<file path="src/rtl/ltcm_pkg.sv">
package ltcm_pkg;

	localparam int PROB_BITS   = 17;
	localparam int FRAC_BITS   = 16;
	localparam int MAX_RESULTS = 16;
	localparam int LAG_BITS    = 7;
	localparam int STATE_BITS  = 4;

	typedef enum logic [8:0] {
		S_CLR       = 9'b000000001,
		S_IDLE      = 9'b000000010,
		S_FR_SRC    = 9'b000000100,
		S_FR_UPD    = 9'b000001000,
		S_Q_SUM     = 9'b000010000,
		S_Q_SUM_END = 9'b000100000,
		S_Q_RD      = 9'b001000000,
		S_Q_LOAD    = 9'b010000000,
		S_Q_DIV     = 9'b100000000
	} state_t;

endpackage

</file>
<file path="src/rtl/ltcm_div.sv">
module ltcm_div
	import ltcm_pkg::*;
#(
	parameter int SW = 36
) (
	input  logic                 clk,
	input  logic                 arst_n,
	input  logic                 start,
	output logic                 done,
	input  logic [SW-1:0]        num,
	input  logic [SW-1:0]        den,
	output logic [PROB_BITS-1:0] quotient
);

	localparam int STEP_W = $clog2(PROB_BITS);

	logic [SW:0]            rem_q;
	logic [SW-1:0]          den_q;
	logic [PROB_BITS-1:0]   q_q;
	logic [STEP_W-1:0]      step_q;
	logic                   run_q;
	logic                   done_q;
	logic                   ge;
	logic [SW:0]            diff;

	assign ge   = rem_q >= {1'b0, den_q};
	assign diff = ge ? rem_q - {1'b0, den_q} : rem_q;

	always_ff @(posedge clk or negedge arst_n) begin
		if (!arst_n) begin
			run_q  <= 1'b0;
			done_q <= 1'b0;
		end else begin
			done_q <= run_q && (step_q == STEP_W'(PROB_BITS - 1));
			if (start) begin
				run_q <= 1'b1;
			end else if (run_q && (step_q == STEP_W'(PROB_BITS - 1))) begin
				run_q <= 1'b0;
			end
		end
	end

	always_ff @(posedge clk) begin
		if (start) begin
			rem_q  <= {1'b0, num};
			den_q  <= den;
			q_q    <= '0;
			step_q <= '0;
		end else if (run_q) begin
			rem_q  <= {diff[SW-1:0], 1'b0};
			q_q    <= {q_q[PROB_BITS-2:0], ge};
			step_q <= step_q + 1'b1;
		end
	end

	assign quotient = q_q;
	assign done     = done_q;

endmodule

</file>
<file path="config.mk">
export PLATFORM = sky130hd
export DESIGN_NAME = ltcm_div
export DESIGN_NICKNAME = d
export VERILOG_FILES = /design/src/rtl/ltcm_pkg.sv /design/src/rtl/ltcm_div.sv
export SDC_FILE = /design/constraint.sdc
export NUM_CORES = 1
export LEC_CHECK = 0
export ABC_AREA = 1
export BUFFER_PORTS_ARGS = -buffer_cell sky130_fd_sc_hd__buf_2
export CAP_MARGIN = 20
export CORE_ASPECT_RATIO = 1.75
export CORE_UTILIZATION = 40
export CTS_BUF_LIST = sky130_fd_sc_hd__clkbuf_4 sky130_fd_sc_hd__clkbuf_8
export DETAILED_ROUTE_END_ITERATION = 8
export PLACE_DENSITY = 0.64
export SLEW_MARGIN = 10
export SYNTH_ARGS = -nofsm -noshare
export SYNTH_HDL_FRONTEND = slang
export SYNTH_SLANG_ARGS = --single-unit
</file>
<file path="constraint.sdc">
create_clock -name clk -period 2.28 [get_ports clk]
set_input_delay 0.114 -clock clk [delete_from_list [all_inputs] [get_ports clk]]
set_output_delay 0.114 -clock clk [all_outputs]
set_load 0.01 [all_outputs]
</file>
# Word-level counts from Yosys, hierarchy flattened
# Index checks and enable logic that the tools add are counted.
# word_totals
regBits	97
out_inout_bits	18
inputBits	75
# op_classes
magnitude_cmp	1
n_reduce_logical	3
n_eq_ne	1
mux	5
n_addsub	2
# ops
operator	n
36-bit two-way mux	3
37-bit by 36-bit greater-or-equal comparator with 1-bit output	1
36-bit subtractor	1
5-bit by 1-bit adder with 5-bit output, second input constant	1
5-bit == test, second input constant	1
2-bit nonzero test	2
1-bit two-way mux	2
1-bit logical AND	1

# Longest topological paths before layout
# depth
ltp_word	4
ltp_mapped	17
ltp_nobuf	17

# Worst setup path after synthesis
# OpenSTA, ideal clock, no wires.
# synth_timing
kind	register -> register
startpoint	register run_q
endpoint	register rem_q[0] (enable)
setup_ps	414
n_path_buf	1
period_less_slack_ps	2217
t_arrival_ps	1803
stages_incl_launch_ff	4
setup_slack_ps	63
path_cell_list	dfrtp_1 nor2_1 clkinv_1 clkbuf_1
# synth_between
elab_chain_cells	1
# synth_lines
item	line	rtl
from (decl)	ltcm_div.sv:21	logic run_q;
from (signal assigned)	ltcm_div.sv:31	run_q <= 1'b0;
from (signal assigned)	ltcm_div.sv:36	run_q <= 1'b1;
from (signal assigned)	ltcm_div.sv:38	run_q <= 1'b0;
2-bit nonzero test (no source line)	-	
to (signal assigned)	ltcm_div.sv:45	rem_q <= {1'b0, num};
to (signal assigned)	ltcm_div.sv:50	rem_q <= {diff[SW-1:0], 1'b0};
to (decl)	ltcm_div.sv:17	logic [SW:0] rem_q;
# Every way passes these cells.
# A chain may end at the register's enable or synchronous reset.

# Worst setup path after layout
# layout_timing
startpoint	register rem_q[14]
endpoint	register rem_q[21] (data pin)
# layout_between
elab_chain_cells	4
elab_cells_between_ends	5
# layout_lines
item	line	rtl
36-bit subtractor or 37-bit by 36-bit greater-or-equal comparator with 1-bit output (tied branches)	ltcm_div.sv:27, ltcm_div.sv:26	
36-bit two-way mux *	ltcm_div.sv:27	assign diff = ge ? rem_q - {1'b0, den_q} : rem_q;
36-bit two-way mux *	ltcm_div.sv:49	end else if (run_q) begin
36-bit two-way mux *	ltcm_div.sv:44	if (start) begin
# Every way passes the cells marked *; elsewhere a longest branch is shown, timed or not. The select of a mux whose other input is x is not followed.

==> key figures <==
Synthesis
  • Post-synth top area share: 30.6%
  • Mapped Cells: 1013
  • Synthesized net count: 1127
  • Avg Inst Size Synth: 6.97 um^2
  • Sequential share of the synthesized area: 37.9%
  • Ranking of synthesized cells by area: sky130_fd_sc_hd__edfxtp_1 (31%), sky130_fd_sc_hd__nand2_1 (20%), sky130_fd_sc_hd__inv_1 (10%), sky130_fd_sc_hd__ha_1 (6.7%), sky130_fd_sc_hd__dfxtp_1 (6.5%)
  • Fraction of registers with async set or reset after synthesis: 2.06%
  • Cell area after synthesis: 7060 um^2
  • Cell variety after synth: 34
  • Cell accounting for the most synthesized area: sky130_fd_sc_hd__edfxtp_1
  • Synth Flop Type: sky130_fd_sc_hd__edfxtp_1
  • Number of synthesized flops with an enable pin: 72
  • Number of warnings printed during yosys synthesis: 0
  • Flip-flop and latch count after synthesis: 97

CTS
  • Clock latency on the worst-skew pair: 0.40 ns
  • H-tree levels: 3
  • Clock edge transition at the registers on the reported setup and hold paths: 0.10 ns
  • Clock net sink count: 97
  • Clock tree from TritonCTS: yes
  • Clock Tree Buf Depth: 2
  • Root cell of the clock tree: sky130_fd_sc_hd__clkbuf_8
  • Clock buffers created by TritonCTS: 9

Worst setup path
  • Capturing point of the worst reg2reg path: rem_q[21]$_DFFE_PP_
  • Endpoint required time on the critical path: 2.44 ns
  • FF-to-FF setup slack: -0.14 ns
  • Critical Path End Type: register
  • Biggest fanout along the worst timing path: 5
  • R2r startpoint: rem_q[14]$_DFFE_PP_
  • Reg2Reg Depth: 17
  • Kind of start point of the critical path: register
  • Data arrival time of the critical path: 2.58 ns
  • Classification of the worst setup path: register to register

Final layout
  • Net count of the finished layout: 1443
  • Synth-to-layout area growth: 53.7%
  • Share of layout cells above drive strength 1: 31.0%
  • Sequential Area: 2670 um^2
  • Commonest cells after routing, fill and taps aside: sky130_fd_sc_hd__nand2_1 (343), sky130_fd_sc_hd__inv_1 (177), sky130_fd_sc_hd__buf_4 (133)
  • Number of cells in the finished layout apart from fillers: 1561
  • Fill cell count: 1491
  • Leading cell type in the layout, fill and taps excluded: sky130_fd_sc_hd__nand2_1
  • Combined area of the multi-input logic cells: 4320 um^2
  • ANT cells: 0

Detailed routing
  • Via count: 7483
  • DRT iter0 DRCs: 265
  • First-pass iteration count of the detailed router: 4
  • Total detailed-routing wirelength: 24000 um
  • Routed WL per cell: 15.4 um
  • Number of remaining DRC errors: 0
  • Remaining antenna violation count: 0
  • Average via count per standard cell: 4.79

Floorplanning
  • Floorplan Core Area: 17100 um^2
  • Die Y: 178 um
  • Row count: 63
  • DIE AREA: 18200 um^2
  • Width of the die: 102 um
  • Initial Utilization: 41.3%
  • Number of primary I/O pins: 93

Timing
  • Total count of max-transition violations in the final report: 0
  • Period minus WS final: 2.42 ns
  • Slack of the critical path: -0.140 ns
  • Number of failing hold endpoints at the final stage: 0
  • Relative slew margins: 68.2%
  • RSZ-0062 raised after global routing: true
  • Final clock period utilization by the worst path: 106%
  • Worst hold-check slack: 0.0224 ns
  • Final-report setup violation count: 36
  • Maximum achievable frequency: 413 MHz
  • Worst Clk Skew: 0.00994 ns
  • Least-Margin Pin Slew: 0.478 ns

Worst hold path
  • Cell depth of the worst min-delay path: 3
  • Hold WC Path Type: primary input to register
  • Hold Startpoint: start
  • End point of the most critical hold path: run_q$_DFFE_PN0P_

GRT
  • Vias in the first global route: 7525
  • Total congestion overflow: 0
  • First-pass GRT wire length: 37200 um
  • Maximum number of pins on one net before global-route repair: 41
  • Overall fraction of global-route tracks in use: 27.6%
  • Antenna violations before repair: 0

Power
  • Maximum vdd ir drop: 0.533 mV
  • Power density over cell area: 1220 nW/um^2
  • P_leak: 5.42 nW

Status
  • Failing checks: setup timing
  • Result of the run: finished with violations

Job
  • Max-cap check violation count: 0

Placed design
  • Post-detail-place hpwl: 16800 um
  • Port buffer count: 92
  • Global placement routability congestion: 0.951
  • Post-placement cell count: 1436
through the flow:
step           total power, mW  area, um^2  util (%)  setup slack, ns  setup TNS, ns
2_1_floorplan             6.92        7060         -           0.0630              0
3_3_place_gp              9.69        8620      50.4           -0.244          -5.03
3_5_place_dp              9.75        8620      50.4           -0.212          -5.81
4_1_cts                   12.9       10700      62.6          -0.0340         -0.329
5_1_grt                   14.3       10800      63.4           -0.229          -6.33
6_report                  13.3       10800      63.4           -0.140          -1.81
kinds of logic after synthesis:
kind of cell	count (synthesis)	share of synthesized area, %
flip-flops	97	37.9
AO/OA/AOI/OAI	57	4.41
buffers and inverters	215	11.9
XOR/XNOR	20	2.48
adder cells (fa/ha/maj)	39	7.02
AND/OR/NAND/NOR	585	36.3
flip-flops by register name, summed over array words and instances, names as in the netlist:
register and count:
quotient 17, run_q 1, step_q 5, rem_q 37, den_q 36, done 1
how the worst max path moves through the flow:
stage | from | to | slack, ns | depth (start not counted)
after CTS | den_q[14]$_DFFE_PP_ | rem_q[14]$_DFFE_PP_ | -0.03 | 18
after global routing | rem_q[14]$_DFFE_PP_ | rem_q[20]$_DFFE_PP_ | -0.23 | 17
after detailed placement | rem_q[19]$_DFFE_PP_ | rem_q[35]$_DFFE_PP_ | -0.21 | 17
after global placement | rem_q[14]$_DFFE_PP_ | rem_q[32]$_DFFE_PP_ | -0.24 | 16
final | rem_q[14]$_DFFE_PP_ | rem_q[21]$_DFFE_PP_ | -0.14 | 17
after floorplan | run_q$_DFFE_PN0P_ | rem_q[0]$_SDFFCE_PN0P_ | 0.06 | 3
where the power goes:
part,internal (mW),switching (mW)
combinational,4.47,4.85
sequential,2.39,0.323
clock,0.564,0.693
total,7.42,5.86
worst max-delay path, stage by stage, from the launching register on:
cell and delay [ns]:
sky130_fd_sc_hd__edfxtp_1 0.47, sky130_fd_sc_hd__ha_4 0.27, sky130_fd_sc_hd__buf_6 0.12, sky130_fd_sc_hd__nand2_2 0.05, sky130_fd_sc_hd__nand2_2 0.06, sky130_fd_sc_hd__nand2_2 0.08, sky130_fd_sc_hd__nand2_4 0.07, sky130_fd_sc_hd__nand2_1 0.06
sky130_fd_sc_hd__nand2_1 0.06, sky130_fd_sc_hd__inv_1 0.07, sky130_fd_sc_hd__nand3_2 0.11, sky130_fd_sc_hd__nand3_4 0.12, sky130_fd_sc_hd__buf_12 0.16, sky130_fd_sc_hd__buf_12 0.12, sky130_fd_sc_hd__buf_12 0.11, sky130_fd_sc_hd__nand3b_1 0.10
sky130_fd_sc_hd__nand3_1 0.10, sky130_fd_sc_hd__nand2_1 0.06
synthesized netlist by cell type, types with 2 or more instances:
master                     number
sky130_fd_sc_hd__nand2_1      382
sky130_fd_sc_hd__inv_1        193
sky130_fd_sc_hd__edfxtp_1      72
sky130_fd_sc_hd__nand3_1       72
sky130_fd_sc_hd__nor2_1        54
sky130_fd_sc_hd__nand3b_1      41
sky130_fd_sc_hd__ha_1          38
sky130_fd_sc_hd__a21oi_1       26
sky130_fd_sc_hd__dfxtp_1       23
sky130_fd_sc_hd__xnor2_1       20
sky130_fd_sc_hd__o22ai_1       15
sky130_fd_sc_hd__o21ai_0       12
sky130_fd_sc_hd__nor3_1        11
sky130_fd_sc_hd__buf_2          8
sky130_fd_sc_hd__clkbuf_1       8
sky130_fd_sc_hd__nand4_1        7
sky130_fd_sc_hd__nand2_2        5
sky130_fd_sc_hd__nor2_2         4
sky130_fd_sc_hd__a21o_1         2
sky130_fd_sc_hd__a31oi_1        2
sky130_fd_sc_hd__buf_6          2
sky130_fd_sc_hd__dfrtp_1        2
sky130_fd_sc_hd__inv_2          2
sky130_fd_sc_hd__nor2_4         2
what timing repair did:
item / in CTS / in global routing
pin swaps: 73 / 24
gates cloned: 7 / 1
hold buffers: 72 / 0
buffers inserted: 26 / 4
endpoints found under the hold margin: 72 / 0
endpoints found under the setup margin: 36 / 37
gates resized for setup: 147 / 31
cell type report:
cell class              count  share of cell area [%]
clock inverters             6                   0.727
repair buffers            321                    24.1
multi-input cells         704                    39.8
well taps                 227                    2.62
clock buffers              10                    1.27
flip-flops and latches     97                    24.6
inverters                 196                    6.78
layer usage:
layer	up-vias	routed length [um]	global-route usage (%)
met2	180	13500	55.4
li1	3812	-	-
met4	0	1070	11.0
met5	-	0	0
met3	59	809	3.15
met1	3432	8690	27.6
(Power assumes the default switching activity.)
