$ cat config.mk
export PLATFORM = sky130hd
export DESIGN_NAME = ltcm_ram
export DESIGN_NICKNAME = d
export VERILOG_FILES = /design/src/rtl/ltcm_ram.sv
export SDC_FILE = /design/constraint.sdc
export NUM_CORES = 1
export LEC_CHECK = 0
export BUFFER_PORTS_ARGS = -buffer_cell sky130_fd_sc_hd__clkbuf_2
export CORE_UTILIZATION = 54
export DETAILED_ROUTE_END_ITERATION = 12
export PLACE_DENSITY = 0.76
export SYNTH_ARGS = -nofsm -noshare
export SYNTH_HDL_FRONTEND = slang
export SYNTH_SLANG_ARGS = --single-unit
$ cat constraint.sdc
create_clock -name clk -period 1.9 [get_ports clk]
set_input_delay 0.285 -clock clk [delete_from_list [all_inputs] [get_ports clk]]
set_output_delay 0.285 -clock clk [all_outputs]
set_load 0.03 [all_outputs]
$ cat src/rtl/ltcm_ram.sv
module ltcm_ram #(
	parameter int WIDTH = 8,
	parameter int DEPTH = 16,
	parameter int AW    = (DEPTH > 1) ? $clog2(DEPTH) : 1
) (
	input  logic             clk,
	input  logic             we,
	input  logic [AW-1:0]    waddr,
	input  logic [WIDTH-1:0] wdata,
	input  logic [AW-1:0]    raddr,
	output logic [WIDTH-1:0] rdata
);

	logic [WIDTH-1:0] mem [DEPTH];

	// The read returns the old contents when it hits the address being written.
	always_ff @(posedge clk) begin
		if (we) begin
			mem[waddr] <= wdata;
		end
		rdata <= mem[raddr];
	end

endmodule

# ---- Word-level counts from Yosys, hierarchy flattened
# Memory sizes are Yosys's and may differ from the RTL's. A register that Yosys moved wholly into a read port is not among the register bits.
# Cells that the tools add are included.
dict set report totals {
  n_memories 1
  ram_bits 128
  elab_cells 3
  inputBits 18
  register_bits 0
}
# memory words width rd rd_ports_with_merged_regs write_ports line
set mem_list {}
lappend mem_list {mem 16 8 1 1 1 14} ;# logic [WIDTH-1:0] mem [DEPTH];
dict set report classes {
  muxes 2
}
# operator count
set op_table {}
lappend op_table {{$mux W1} 2}

# ---- Depth between registers and ports, before layout
# Gate-level depths: netlist (run 1).
dict set report logic_depth {
  ltp_word 2
  depth_mapped 5
  depth_no_buf 3
}

# ---- Least setup slack after synthesis (run 1)
# No wires, ideal clock.
dict set report synth_timing {
  path_type {input port to flip-flop}
  startpoint {input port waddr[2]}
  endpoint {memory mem[0][0], enable pin}
  setup_slack_ns 0.122
  setup_ns 0.383
  required_time_ns 1.517
  stages 2
  t_arrival_ns 1.395
  cell_sequence {or3b_2 -> nor3_1}
}
# element line
set synth_lines {}
lappend synth_lines {{from (decl)} 8} ;# input logic [AW-1:0] waddr,
lappend synth_lines {{to (decl)} 14}
# No word-level cell before the write port.

==> results.py, run 1 <==
metrics = {
    "clock_tree": {
        "clock_tree_from_tritoncts": "built",
        "clk-insertion-delay-late_ns": 0.51,
        "cts.path.max_buffers": 2,
        "cts_setup_buffers": 0,
        "clock_sink_count": 136,
        "cts.root.buffer_cell": "clkbuf_8",
        "clkTransAtPathRegs_ns": 0.06,
        "cts_hold_buf": 0,
        "cts_inserted_buffers": 17,
        "cts_htree_levels": 4,
        "ctsResizeCount": 0,
    },
    "pwr": {
        "netSwitchingFraction_pct": 20.8,
        "power.density_cell_area_nw_per_um2": 1130,
        "power.total_mw": 6.95,
        "irDropWorstVdd_uv": 671,
        "internal-power_mw": 5.50,
        "leakagePower_nw": 2.11,
        "power.switching_mw": 1.45,
        "seq_power_share_pct": 48.7,
        "power_frac_clock_pct": 46.2,
        "combPwrFrac_pct": 5.1,
    },
    "global_routing": {
        "grt_max_degree": 21,
        "grt_remaining_overflow": 0,
        "grt_pass1_vias": 2544,
        "grt_first_pass_wirelength_um": 16200,
        "grt_antenna_before_repair": 0,
        "grt.total_usage_pct": 24.2,
    },
    "route": {
        "drt-initial-drc-count": 248,
        "firstDrtPassIters": 5,
        "routed_wire_length_per_instance_um": 25.0,
        "antenna_violating_nets_post_route": 0,
        "drt-vias-per-instance": 5.96,
        "vias": 2544,
        "drt-total-wl_um": 10700,
        "drc_errors": 0,
    },
    "placement": {
        "port_buffers": 25,
        "post_dp_cell_area_um2": 5550,
        "placed_cells": 395,
        "weighted_congestion_at_the_end_of_routability_driven_global_placement": 0.810,
        "detailedPlace.worstSlack_ns": 0.149,
        "hpwl_um": 6160,
    },
    "floorplanning": {
        "number_of_rows_created_at_floorplan": 35,
        "core_um2": 9240,
        "top_level_ports": 26,
        "die-width_um": 99.6,
        "vertical_die_dimension_um": 99.6,
        "die_area_um2": 9930,
        "floorplan.initialDensity_pct": 55.7,
    },
    "sta": {
        "hold-worst-slack_ns": 0.175,
        "finalCriticalPeriod_ns": 1.40,
        "slew_viol_final": 0,
        "number_of_endpoints_failing_setup_at_the_final_stage": 0,
        "final_critical_path_setup_slack_ns": 0.505,
        "clock_skew_ns": 0.00513,
        "tightestPinTransition_ns": 0.423,
        "report.final.hold_viol_count": 0,
        "maxClockFrequency_mhz": 717,
        "fin_crit_sh_pct": 73.4,
        "setup_total_negative_slack_ns": 0,
        "grt_setup_unrepaired": "no",
        "slew_headroom_pct": 71.7,
    },
    "synthesis": {
        "synthDominantAreaCellType": "edfxtp_1",
        "synth-edff-count": 128,
        "synth_seq_area_share_pct": 77.8,
        "ys_ff_latch": 136,
        "postSynth.asyncResetShare_pct": 0,
        "synth.avg_cell_area_um2": 22.5,
        "ys_warn_count": 0,
        "syn_area_um2": 5150,
        "synth.top_cell.area_share_pct": 74.7,
        "netlist_top_cells_area": "edfxtp_1 (75%), mux4_2 (7.9%), mux4_1 (7.1%)",
        "yosysMostFrequentCell": "edfxtp_1",
        "netlist_instances": 229,
        "yosys_most_used_dff": "edfxtp_1",
        "postSynthNetCount": 247,
        "netlist_top_cells_count": "edfxtp_1 (128), mux4_2 (18), a22oi_1 (16)",
        "synth_cell_types": 19,
    },
    "layout": {
        "final_net_count": 303,
        "final_non_filler_cells": 427,
        "layout-drive-gt1-share_pct": 32.6,
        "finish.instance_area_um2": 6140,
        "syn2layout_area_growth_pct": 19.3,
        "fin_util_pct": 66.5,
        "fillerInstances": 573,
        "antenna-diode-count": 0,
    },
    "outcome": {
        "outcome": "finished clean",
    },
    "critical_path": {
        "worst-path-max-fanout": 1,
        "worstSetupStartpointType": "flip-flop",
        "worst-setup-path-type": "flip-flop to flip-flop",
        "cp_data_required_time_ns": 2.29,
        "cp-end-kind": "flip-flop",
        "crit_arrival_ns": 1.78,
    },
    "hold_path": {
        "hold_path_class": "input pin to flip-flop",
    },
    "run": {
        "cap_violations": 0,
    },
}
[final timing paths]
kind	from	to	slack, ns	depth (start not counted)
hold / removal	wdata[7]	mem[2][7]	0.18	1
setup reg to reg	mem[8][4]	rdata[4]	0.50	3
hold reg to reg	mem[14][7]	rdata[7]	0.67	3
setup / recovery	mem[8][4]	rdata[4]	0.50	3
[layout make-up]
class | instances | area, um2 | area share, %
clock buffers | 18 | 418 | 6.80
clock inverters | 14 | 174 | 2.83
multi-input cells | 83 | 1060 | 17.2
flip-flops and latches | 136 | 4000 | 65.2
well taps | 129 | 161 | 2.63
repair buffers | 47 | 328 | 5.34
[registers in the layout, indices dropped and copies added (netlist names)]
register	count
rdata	8
mem	128
[logic make-up after synthesis]
group	count (synthesis)	share of synthesized area (%)
AOI/OAI and AO/OA	16	2.33
buffers and inverters	10	1.68
DFF	136	77.8
muxes	32	15.0
and+or+nand+nor	35	3.18
[layer usage]
metal,vias to the layer above,GRT usage (%),routed length [um]
met1,1322,33.6,4520
met3,14,5.90,732
met2,121,37.6,5310
li1,1087,-,-
met5,-,0,0
met4,0,9.28,136
[worst max-delay path, stage by stage, from the launching register on]
cell	delay (ns)
edfxtp_1	0.40
mux4_1	0.51
a22oi_1	0.26
nand2_1	0.10
[cells in the final DEF, fill, tap and decap left out]
cell type / Yosys / layout
edfxtp_1: 128 / 128
clkbuf_2: 0 / 25
buf_4: 1 / 19
mux4_2: 18 / 18
a22oi_1: 16 / 16
clkbuf_16: 0 / 16
mux4_1: 14 / 14
nor2_1: 13 / 13
nand2_1: 9 / 9
dfxtp_1: 8 / 8
nor3_1: 4 / 4
clkinvlp_4: 0 / 4
bufinv_16: 0 / 3
clkinv_4: 0 / 3
buf_12: 0 / 3
nand3b_1: 2 / 2
nand2b_1: 2 / 2
clkinv_2: 0 / 2
inv_6: 0 / 2
nor2b_1: 1 / 1
and2_1: 1 / 1
and2b_1: 1 / 1
nand3_1: 1 / 1
or3b_2: 1 / 1
clkbuf_8: 0 / 1
clkbuf_1: 0 / 1
[power by group through the flow]
stage	logic, mW	registers [mW]	clock network (mW)
final	0.355	3.38	3.21
after global routing	0.381	3.39	3.36
after CTS	0.359	3.38	3.24
after detailed placement	0.353	3.44	0
after global placement	0.344	3.44	0
after floorplan	0.170	3.47	0
(Power assumes the default switching activity.)
==> run 2: changes to the inputs <==
--- a/config.mk
+++ b/config.mk
@@ -5,10 +5,11 @@
 export SDC_FILE = /design/constraint.sdc
 export NUM_CORES = 1
 export LEC_CHECK = 0
+export ABC_AREA = 1
 export BUFFER_PORTS_ARGS = -buffer_cell sky130_fd_sc_hd__clkbuf_2
-export CORE_UTILIZATION = 54
+export CORE_UTILIZATION = 55
 export DETAILED_ROUTE_END_ITERATION = 12
-export PLACE_DENSITY = 0.76
+export PLACE_DENSITY = 0.77
 export SYNTH_ARGS = -nofsm -noshare
 export SYNTH_HDL_FRONTEND = slang
 export SYNTH_SLANG_ARGS = --single-unit
==> constraint.sdc (replaced) <==
create_clock -name clk -period 1.2 [get_ports clk]
set_input_delay 0.18 -clock clk [delete_from_list [all_inputs] [get_ports clk]]
set_output_delay 0.18 -clock clk [all_outputs]
set_load 0.03 [all_outputs]
==> results.py, run 2 <==
metrics = {
    "clock_tree": {
        "clk-insertion-delay-late_ns": 0.53,
        "cts_setup_buffers": 0,
        "clock_tree_from_tritoncts": "built",
        "cts_htree_levels": 4,
        "cts_inserted_buffers": 17,
        "clkTransAtPathRegs_ns": 0.06,
        "cts.root.buffer_cell": "clkbuf_8",
        "clock_sink_count": 136,
        "cts.path.max_buffers": 2,
    },
    "route": {
        "drt-total-wl_um": 12800,
        "drt-vias-per-instance": 5.21,
        "drt-initial-drc-count": 276,
        "vias": 3905,
        "drc_errors": 0,
        "firstDrtPassIters": 4,
        "antenna_violating_nets_post_route": 0,
        "routed_wire_length_per_instance_um": 17.1,
    },
    "synthesis": {
        "yosys_most_used_dff": "edfxtp_1",
        "yosysMostFrequentCell": "nand2_1",
        "synth_seq_area_share_pct": 69.4,
        "postSynth.asyncResetShare_pct": 0,
        "ys_ff_latch": 136,
        "synth.top_cell.area_share_pct": 66.7,
        "postSynthNetCount": 569,
        "synthDominantAreaCellType": "edfxtp_1",
        "post_synth_xor_area_fraction_pct": 0,
        "adder_and_majority_gate_portion_of_the_synthesized_area_pct": 0,
        "yosys.area_share.simple_pct": 21.0,
        "synth_compound_gate_area_share_pct": 0,
        "synth.avg_cell_area_um2": 10.5,
        "dominant_combinational_cell_family_by_area_after_synthesis": "simple AND/OR/NAND/NOR gates",
        "netlist_top_cells_count": "nand2_1 (173), edfxtp_1 (128), inv_1 (100)",
        "netlist_top_cells_area": "edfxtp_1 (67%), nand2_1 (11%), nand3_1 (8.4%)",
        "ys_warn_count": 0,
        "synth.area.mux_share_pct": 0,
        "syn_area_um2": 5770,
        "synth-edff-count": 128,
        "synth_cell_types": 12,
        "netlist_instances": 551,
    },
    "sta": {
        "maxClockFrequency_mhz": 840,
        "final_critical_path_setup_slack_ns": 0.00981,
        "tightestPinTransition_ns": 0.450,
        "report.final.hold_viol_count": 0,
        "hold-worst-slack_ns": 0.0520,
        "slew_viol_final": 0,
        "number_of_endpoints_failing_setup_at_the_final_stage": 0,
        "finalCriticalPeriod_ns": 1.19,
        "clock_skew_ns": 0.00709,
        "grt_setup_unrepaired": "yes",
        "slew_headroom_pct": 70.0,
        "fin_crit_sh_pct": 99.2,
    },
    "critical_path": {
        "worstSetupStartpointType": "flip-flop",
        "crit_path_cell_trace": "buf_8",
        "cp-end-kind": "output pin",
        "rr_startpoint": "mem[5][6]",
        "cp_top_family": "flip-flops",
        "worst-path-max-fanout": 1,
        "crit_buf_inv": 1,
        "cp_data_required_time_ns": 1.02,
        "crit_arrival_ns": 1.01,
        "worstSetupStartpoint": "rdata[2]",
        "crit-reg2reg-capture": "rdata[6]",
        "worst-r2r-setup-slack_ns": 0.12,
        "worst-setup-path-type": "flip-flop to output pin",
        "worstSetupPathDepth": 1,
        "max_stage_delay_ns": 0.36,
        "cp_slowest_cell": "dfxtp_2",
        "ff2ff_path_depth": 6,
    },
    "pwr": {
        "irDropWorstVdd_uv": 902,
        "power.total_mw": 11.0,
        "power.density_cell_area_nw_per_um2": 1610,
        "leakagePower_nw": 2.99,
    },
    "placement": {
        "weighted_congestion_at_the_end_of_routability_driven_global_placement": 0.870,
        "post_dp_cell_area_um2": 6180,
        "hpwl_um": 7970,
        "port_buffers": 25,
        "detailedPlace.worstSlack_ns": -0.0522,
    },
    "layout": {
        "finish.instance_area_um2": 6840,
        "registers.top_by_ff_count": "mem",
        "syn2layout_area_growth_pct": 18.5,
        "layout.cells.most_common": "nand2_1",
        "layout_common_cells": "nand2_1 (173), edfxtp_1 (128), inv_1 (100)",
        "largest_register_ffs": 128,
        "antenna-diode-count": 0,
        "fin_util_pct": 66.8,
        "final_net_count": 618,
        "layout_top_registers": "mem x128, rdata x8",
        "layout-drive-gt1-share_pct": 15.0,
    },
    "floorplanning": {
        "die_area_um2": 10900,
        "floorplan.initialDensity_pct": 56.4,
        "top_level_ports": 26,
        "vertical_die_dimension_um": 104,
        "die-width_um": 104,
        "core_um2": 10200,
        "number_of_rows_created_at_floorplan": 37,
    },
    "run": {
        "cap_violations": 0,
    },
    "global_routing": {
        "grt_antenna_before_repair": 0,
        "grt_pass1_vias": 3971,
        "grt_max_degree": 39,
        "grt.total_usage_pct": 26.1,
        "grt_first_pass_wirelength_um": 20600,
        "grt_remaining_overflow": 0,
    },
    "outcome": {
        "outcome": "finished clean",
    },
    "hold_path": {
        "worstHoldStart": "raddr[2]",
        "hold_path_class": "input pin to flip-flop",
        "worst_hold_path.num_cells": 4,
        "min_delay_worst_endpoint": "rdata[4]",
    },
}
run 2: worst max path at each step:
stage,endpoint,slack [ns]
floorplan,mem[4][0],0.07
global placement,rdata[6],-0.03
detailed placement,rdata[6],-0.05
CTS,rdata[2],-0.03
global route,rdata[2],-0.02
finish,rdata[2],0.01
run 2: timing repair:
action,4_1_cts,5_1_grt
resized for setup,19,12
hold endpoints to repair,1,0
hold buffers,1,0
setup endpoints to repair,8,8
run 2: metrics by stage:
| step | setup TNS [ns] | std cells |
|---|---|---|
| after detailed placement | -0.429 | 716 |
| final | 0 | 749 |
| after global placement | -0.220 | 716 |
| after floorplan | 0 | 551 |
| after CTS | -0.0657 | 749 |
| after global routing | -0.0341 | 749 |
run 2: layout make-up:
class	instances	area (um2)
repair buffers	54	500
clock inverters	13	134
multi-input cells	289	1210
inverters	102	383
clock buffers	19	422
fillers	799	3400
well taps	136	170
flip-flops and latches	136	4010
run 2: cell families after synthesis:
logic type / count (synthesis)
simple gates: 289
flops: 136
buf+inv: 126
run 2: power by group:
group          switching [mW]  internal, mW
registers              0.0446          5.32
clock network            1.88          2.94
logic                   0.517         0.285
run 2: per-layer routing:
metal	global-route usage [%]	wire length, um	up-vias
li1	-	-	1872
met1	33.3	5150	1858
met2	42.3	6490	147
met3	6.20	841	28
met4	11.7	332	0
met5	0	0	-
